--- config.mk ---
export PLATFORM = sky130hd
export DESIGN_NAME = wildcard_pattern_matcher
export DESIGN_NICKNAME = d
export VERILOG_FILES = /design/src/wpm_pkg.sv /design/src/wildcard_pattern_matcher.sv /design/src/wpm_column.sv
export VERILOG_INCLUDE_DIRS = /design/src /design/src/src
export SDC_FILE = /design/constraint.sdc
export NUM_CORES = 1
export LEC_CHECK = 0
export BUFFER_PORTS_ARGS = -buffer_cell sky130_fd_sc_hd__buf_4
export CAP_MARGIN = 20
export CELL_PAD_IN_SITES_DETAIL_PLACEMENT = 0
export CELL_PAD_IN_SITES_GLOBAL_PLACEMENT = 2
export CORE_MARGIN = 2
export CORE_UTILIZATION = 35
export DETAILED_ROUTE_END_ITERATION = 6
export HOLD_SLACK_MARGIN = 0.1
export PLACE_DENSITY_LB_ADDON = 0.1
export RECOVER_POWER = 100
export SYNTH_ARGS = -nofsm -noshare
export SYNTH_HDL_FRONTEND = slang
export SYNTH_SLANG_ARGS = --single-unit
--- constraint.sdc ---
create_clock -name clk -period 4.2 [get_ports clk]
set_input_delay 0.42 -clock clk [delete_from_list [all_inputs] [get_ports clk]]
set_output_delay 0.42 -clock clk [all_outputs]
set_load 0.02 [all_outputs]
--- src/wildcard_pattern_matcher_defines.svh ---
// ----------------------------------------------------------------------------
// wildcard pattern matcher assertion macros
// shared assertion forms, clocked on clk and disabled while arst_n is low
// ----------------------------------------------------------------------------
`ifndef WILDCARD_PATTERN_MATCHER_DEFINES_SVH
`define WILDCARD_PATTERN_MATCHER_DEFINES_SVH

// consequent must hold in the same cycle as the antecedent
`define WPM_ASSERT_NOW(lbl, ante, cons, msg) \
	lbl: assert property (@(posedge clk) disable iff (!arst_n) (ante) |-> (cons)) \
		else $error(msg);

// consequent must hold in the cycle after the antecedent
`define WPM_ASSERT_NEXT(lbl, ante, cons, msg) \
	lbl: assert property (@(posedge clk) disable iff (!arst_n) (ante) |=> (cons)) \
		else $error(msg);

`endif

--- src/wpm_pkg.sv ---
// ----------------------------------------------------------------------------
// wpm_pkg
// item types, mode codes and wildcard bytes for the wildcard pattern matcher
// ----------------------------------------------------------------------------
package wpm_pkg;

	// default pattern capacity in bytes
	localparam int unsigned PATTERN_MAX_DEF = 32;

	// mode codes of an input item
	localparam logic [1:0] MODE_CLEAR  = 2'd0;
	localparam logic [1:0] MODE_APPEND = 2'd1;
	localparam logic [1:0] MODE_TEXT   = 2'd2;
	localparam logic [1:0] MODE_FINISH = 2'd3;

	// wildcard bytes of the pattern
	localparam logic [7:0] STAR_BYTE = 8'h2A;
	localparam logic [7:0] ANY_BYTE  = 8'h3F;

	typedef struct packed {
		logic [1:0] mode;
		logic [7:0] symbol;
	} wpm_in_t;

	typedef struct packed {
		logic match;
		logic error;
	} wpm_out_t;

endpackage

--- src/wildcard_pattern_matcher.sv ---
// ----------------------------------------------------------------------------
// wildcard_pattern_matcher
// whole-string matcher with '?' and '*' wildcards over a streamed text
// ----------------------------------------------------------------------------
// A clear item starts a match, pattern items append up to PATTERN_MAX bytes,
// text items stream one byte each and a finish item returns one result with
// the match bit and a sticky error bit (pattern overflow or pattern after
// text; match reads 0 then). Every item passes the input register and then
// the column update, so the block accepts an item in every cycle while no
// finish item waits on a stalled output, and a finish result is captured in
// the result register after the input register; the throughput limit is the
// combinational update of the PATTERN_MAX+1 bit match column, whose star
// ripple is a log2(PATTERN_MAX+1) level prefix scan. Only a finish item needs
// the result register, so only finish items wait on a stalled output.
`include "wildcard_pattern_matcher_defines.svh"

module wildcard_pattern_matcher #(
	parameter int unsigned PATTERN_MAX = wpm_pkg::PATTERN_MAX_DEF
) (
	input  logic             clk,
	input  logic             arst_n,
	input  logic             in_valid,
	output logic             in_ready,
	input  wpm_pkg::wpm_in_t in_data,
	output logic             out_valid,
	input  logic             out_ready,
	output wpm_pkg::wpm_out_t out_data
);
	import wpm_pkg::*;

	localparam int unsigned COL_W = PATTERN_MAX + 1;
	localparam int unsigned LEN_W = $clog2(PATTERN_MAX + 1);

	wpm_in_t          item_s1;
	logic             valid_s1;
	logic [7:0]       pattern_q [PATTERN_MAX];
	logic [LEN_W-1:0] len_q;
	logic [COL_W-1:0] col_q;
	logic             text_q;
	logic             error_q;
	logic             out_valid_q;
	wpm_out_t         out_data_q;

	logic             advance;
	logic             is_finish;
	logic             full;
	logic             append_ok;
	logic [COL_W-1:0] col_text;
	logic [COL_W-1:0] col_app;

	// handshake: finish items need a free result slot
	assign is_finish = (item_s1.mode == MODE_FINISH);
	assign advance   = valid_s1 && (!is_finish || !out_valid_q || out_ready);
	assign in_ready  = !valid_s1 || advance;
	assign full      = (len_q == LEN_W'(PATTERN_MAX));
	assign append_ok = (item_s1.mode == MODE_APPEND) && !text_q && !full;

	// input register
	always_ff @(posedge clk or negedge arst_n) begin
		if (!arst_n) begin
			valid_s1 <= 1'b0;
		end else if (in_ready) begin
			valid_s1 <= in_valid;
		end
	end

	always_ff @(posedge clk) begin
		if (in_ready && in_valid) begin
			item_s1 <= in_data;
		end
	end

	// column after a text byte
	wpm_column #(
		.PATTERN_MAX(PATTERN_MAX)
	) u_column (
		.col      (col_q),
		.len      (len_q),
		.pattern  (pattern_q),
		.symbol   (item_s1.symbol),
		.col_next (col_text)
	);

	// column after a pattern byte: new row copies the last row through a star
	always_comb begin
		col_app = col_q;
		for (int i = 1; i <= int'(PATTERN_MAX); i++) begin
			if (len_q == LEN_W'(i - 1)) begin
				col_app[i] = (item_s1.symbol == STAR_BYTE) ? col_q[len_q] : 1'b0;
			end
		end
	end

	// pattern store, written at the current length
	always_ff @(posedge clk) begin
		if (advance && append_ok) begin
			for (int i = 0; i < int'(PATTERN_MAX); i++) begin
				if (len_q == LEN_W'(i)) begin
					pattern_q[i] <= item_s1.symbol;
				end
			end
		end
	end

	// match state
	always_ff @(posedge clk or negedge arst_n) begin
		if (!arst_n) begin
			len_q   <= '0;
			col_q   <= COL_W'(1);
			text_q  <= 1'b0;
			error_q <= 1'b0;
		end else if (advance) begin
			unique case (item_s1.mode)
				MODE_CLEAR: begin
					len_q   <= '0;
					col_q   <= COL_W'(1);
					text_q  <= 1'b0;
					error_q <= 1'b0;
				end
				MODE_APPEND: begin
					if (append_ok) begin
						col_q <= col_app;
						len_q <= len_q + LEN_W'(1);
					end else begin
						error_q <= 1'b1;
					end
				end
				MODE_TEXT: begin
					col_q  <= col_text;
					text_q <= 1'b1;
				end
				MODE_FINISH: begin
				end
			endcase
		end
	end

	// result register
	always_ff @(posedge clk or negedge arst_n) begin
		if (!arst_n) begin
			out_valid_q <= 1'b0;
		end else if (advance && is_finish) begin
			out_valid_q <= 1'b1;
		end else if (out_ready) begin
			out_valid_q <= 1'b0;
		end
	end

	always_ff @(posedge clk) begin
		if (advance && is_finish) begin
			out_data_q.match <= !error_q && col_q[len_q];
			out_data_q.error <= error_q;
		end
	end

	assign out_valid = out_valid_q;
	assign out_data  = out_data_q;

	// checks
	`WPM_ASSERT_NOW(a_len_bound, 1'b1, len_q <= LEN_W'(PATTERN_MAX), "pattern length over capacity")
	`WPM_ASSERT_NOW(a_err_no_match, out_valid_q && out_data_q.error, !out_data_q.match, "match with error")
	`WPM_ASSERT_NEXT(a_late_pattern, advance && item_s1.mode == MODE_APPEND && text_q, error_q, "late pattern byte without error")
	`WPM_ASSERT_NEXT(a_finish_result, advance && is_finish, out_valid_q && out_data_q.error == $past(error_q), "finish item lost")
	`WPM_ASSERT_NEXT(a_no_spurious, advance && !is_finish && !out_valid_q, !out_valid_q, "result without finish")

endmodule

--- src/wpm_column.sv ---
// ----------------------------------------------------------------------------
// wpm_column
// next match column for one text byte; the ripple through star rows is
// computed as a parallel prefix scan over (generate, propagate) pairs
// ----------------------------------------------------------------------------
module wpm_column #(
	parameter int unsigned PATTERN_MAX = wpm_pkg::PATTERN_MAX_DEF
) (
	input  logic [PATTERN_MAX:0]               col,
	input  logic [$clog2(PATTERN_MAX+1)-1:0]   len,
	input  logic [7:0]                         pattern [PATTERN_MAX],
	input  logic [7:0]                         symbol,
	output logic [PATTERN_MAX:0]               col_next
);
	import wpm_pkg::*;

	localparam int unsigned COL_W = PATTERN_MAX + 1;
	localparam int unsigned LEN_W = $clog2(PATTERN_MAX + 1);
	localparam int unsigned LVL   = $clog2(COL_W);

	logic [COL_W-1:0] g_l [LVL+1];
	logic [COL_W-1:0] p_l [LVL+1];

	// per-row generate and propagate, then log-depth scan
	always_comb begin
		int d;
		d = 1;
		g_l[0] = '0;
		p_l[0] = '0;
		// row zero always drops once a text byte arrives
		for (int i = 1; i <= int'(PATTERN_MAX); i++) begin
			if (LEN_W'(i) <= len) begin
				if (pattern[i-1] == STAR_BYTE) begin
					g_l[0][i] = col[i];
					p_l[0][i] = 1'b1;
				end else if (pattern[i-1] == ANY_BYTE || pattern[i-1] == symbol) begin
					g_l[0][i] = col[i-1];
				end
			end
		end
		for (int l = 0; l < int'(LVL); l++) begin
			d = 1 << l;
			for (int i = 0; i < int'(COL_W); i++) begin
				if (i >= d) begin
					g_l[l+1][i] = g_l[l][i] | (p_l[l][i] & g_l[l][i-d]);
					p_l[l+1][i] = p_l[l][i] & p_l[l][i-d];
				end else begin
					g_l[l+1][i] = g_l[l][i];
					p_l[l+1][i] = p_l[l][i];
				end
			end
		end
		col_next = g_l[LVL];
	end

endmodule
==> run metrics <==
CTS Sinks=311; leakage dissipation=6.24 nW; # setup viols final=0; Fmax=254 MHz; crit-path max FO=7; RSZ-0062 raised after global routing=no; maxcap violations=1; Synth top area share=0.464; drt first-iter violations=909; worst setup path endpoint=col_q[29]; Cell Area, Synth=17300 um2; Hold Crit Class=input pin to register; number of flops mapped to enable cells by yosys=268; Initial Util=0.354; crit share post-route=0.937; post-layout minimum cycle time=3.93 ns; ys async rst share=0.138; vias=12800; GPL Wtd Cong=0.840; largest net degree at the start of global routing=44; Max Slew Vio Count=44; CP Launch Type=register; Final #Nets=1704; proportion of layout cells with a drive suffix above 1=0.0978; count leader, synth=edfxtp_1; CTS tree=yes; grt ovf=0; WL final=53100 um; Power Total=7.40 mW; Max Root-Sink Buffers=3; crit path capture type=register; fillcell total=4776; register area share after synthesis=0.527; Inserted Clock Buffers=39; Main synth FF type=edfxtp_1; IO buf count=17; DIE WIDTH=226 um; Area Overhead vs Synth=14.6%; diode count=0; CP required=4.61 ns; status=complete, but fails checks; Max-slew headroom=-0.915; Via density=5.39; Pre-antenna DRT Iters=5; clock latency on the worst-skew pair=0.57 ns; post-route cell area=19900 um2; Peak VDD IR=0.267 mV; synth warn=0; synth cell count leaders=268 x edfxtp_1, 233 x xnor2_1, 129 x nor2_1; initial antenna violation count=0; worst slew pin tran=2.87 ns; top post-synthesis cells by area=edfxtp_1 46%, xnor2_1 12%, dfrtp_1 6.1%, nand4_1 3.0%, nor2_1 2.8%; critical path class=register to register; Site Rows=81; first-pass GRT wire length=80500 um; Post-Syn Nets=1601; antenna-violating nets left=0; HPWL after DPL=37900 um; core area=49000 um2; wire per inst=22.4 um; CTS clk-pin slew, worst paths=0.06 ns; Cell Area, Placed=18700 um2; R2R Setup Slk=0.27 ns; Post-CTS Resized=0; # IOs=18; CP Data Arrival Time=4.35 ns; P per Cell Area=373 nW/um2; final hold violation count=0; clk_skew=0.0355 ns; die height=226 um; gr usage total=0.211; Crit. Startpoint=item_s1[6]; Synth cell types=87; cells on worst reg2reg path=14; clock root cell=clkbuf_16; Die ar.=51300 um2; CTS H-tree lvls=2; Yosys top cell by area=edfxtp_1; vias in the first global route=12900; setup TNS=0 ns; post-synthesis average cell area=11.0 um2; failing checks=capacitance limit, slew limit; # DRC=0; R2R Path Start=item_s1[6]; r2r endpoint=col_q[29]; Cells after Synth=1579; post-synthesis register bit count=311
[layout by cell type, fill, tap and decap left out, types with 18 or more instances in the layout]
| cell type | instances |
|---|---|
| edfxtp_1 | 268 |
| xnor2_1 | 233 |
| nor2_1 | 129 |
| nand2_1 | 118 |
| nand4_1 | 84 |
| a21oi_1 | 81 |
| nand3_1 | 63 |
| o21ai_0 | 61 |
| buf_4 | 59 |
| clkbuf_1 | 52 |
| nor3_1 | 45 |
| dfrtp_1 | 42 |
| clkbuf_16 | 39 |
| inv_1 | 31 |
| xor2_1 | 26 |
| nor4_1 | 19 |
| and3_1 | 18 |
| o22ai_1 | 18 |
[where the power goes]
part / switching (mW) / internal (mW) / leakage, nW
logic: 0.467 / 0.264 / 2.66
registers: 0.0489 / 3.40 / 2.99
clock network: 1.33 / 1.89 / 0.585
[through the flow]
stage | std cells | hold slack (ns) | util | setup WS (ns)
2_1_floorplan | 1579 | 0.124 | - | 0.794
5_1_grt | 2372 | 0.303 | 0.406 | 0.0397
4_1_cts | 2367 | 0.250 | 0.409 | 0.197
3_5_place_dp | 2288 | 0.474 | 0.382 | 0.228
6_report | 2372 | 0.258 | 0.406 | 0.267
3_3_place_gp | 2288 | 0.454 | 0.382 | 0.325
[repair_timing]
action                                  in CTS  in global routing
hold buffers                                12                  0
buffers inserted                             0                  5
endpoints found under the setup margin       0                  2
endpoints found under the hold margin       53                  0
[per-layer routing]
metal,vias to the layer above,routed length (um),track usage
met1,6340,24700,0.285
met3,79,2210,0.0333
met2,259,24800,0.346
met5,-,0,0
li1,6098,-,-
met4,0,1380,0.0669
[worst min-delay path by stage]
stage	to	cells after the start	start
3_3_place_gp	text_q	2	text_q
4_1_cts	valid_s1	4	out_ready
2_1_floorplan	col_q[10]	0	arst_n
5_1_grt	valid_s1	4	out_ready
3_5_place_dp	text_q	2	text_q
6_report	valid_s1	4	out_ready
[critical path, stage by stage, from the launching register on]
cell and delay [ns]:
edfxtp_1 0.63, clkbuf_1 0.38, xnor2_1 0.15, nand4_1 0.11
nor2_1 0.07, o311ai_1 0.45, a22oi_2 0.13, clkbuf_1 0.16
a22oi_1 0.40, nor4_1 0.10, buf_4 0.16, o2111ai_1 0.48
o21ai_1 0.24, o21bai_1 0.24, o21ai_0 0.12
[state kept, by name, indices dropped and copies added, names as in the netlist]
signal / flops
col_q: 33
error_q: 1
item_s1: 10
len_q: 6
out_data: 2
out_valid: 1
pattern_q: 256
text_q: 1
valid_s1: 1
[cells by family (layout without fill, tap and decap cells)]
| family | Yosys count | count (layout) | share of synthesized area |
|---|---|---|---|
| AOI/OAI and AO/OA | 288 | 288 | 0.111 |
| xor gates and xnor gates | 259 | 259 | 0.131 |
| adders and majority gates | 8 | 8 | 0.00578 |
| buffers and inverters | 100 | 229 | 0.0273 |
| DFF | 311 | 311 | 0.527 |
| muxes | 19 | 19 | 0.0185 |
| and+or+nand+nor | 594 | 594 | 0.179 |
[layout make-up]
type                    count  area (um2)  area share
clock buffers              45         998      0.0503
clock inverters            22         198     0.00995
inverters                  31         116     0.00586
multi-input cells        1168        7720       0.388
flip-flops and latches    311        9130       0.459
well taps                 664         831      0.0418
repair buffers            131         878      0.0442
Note: power is estimated with default switching activity, not from simulation.
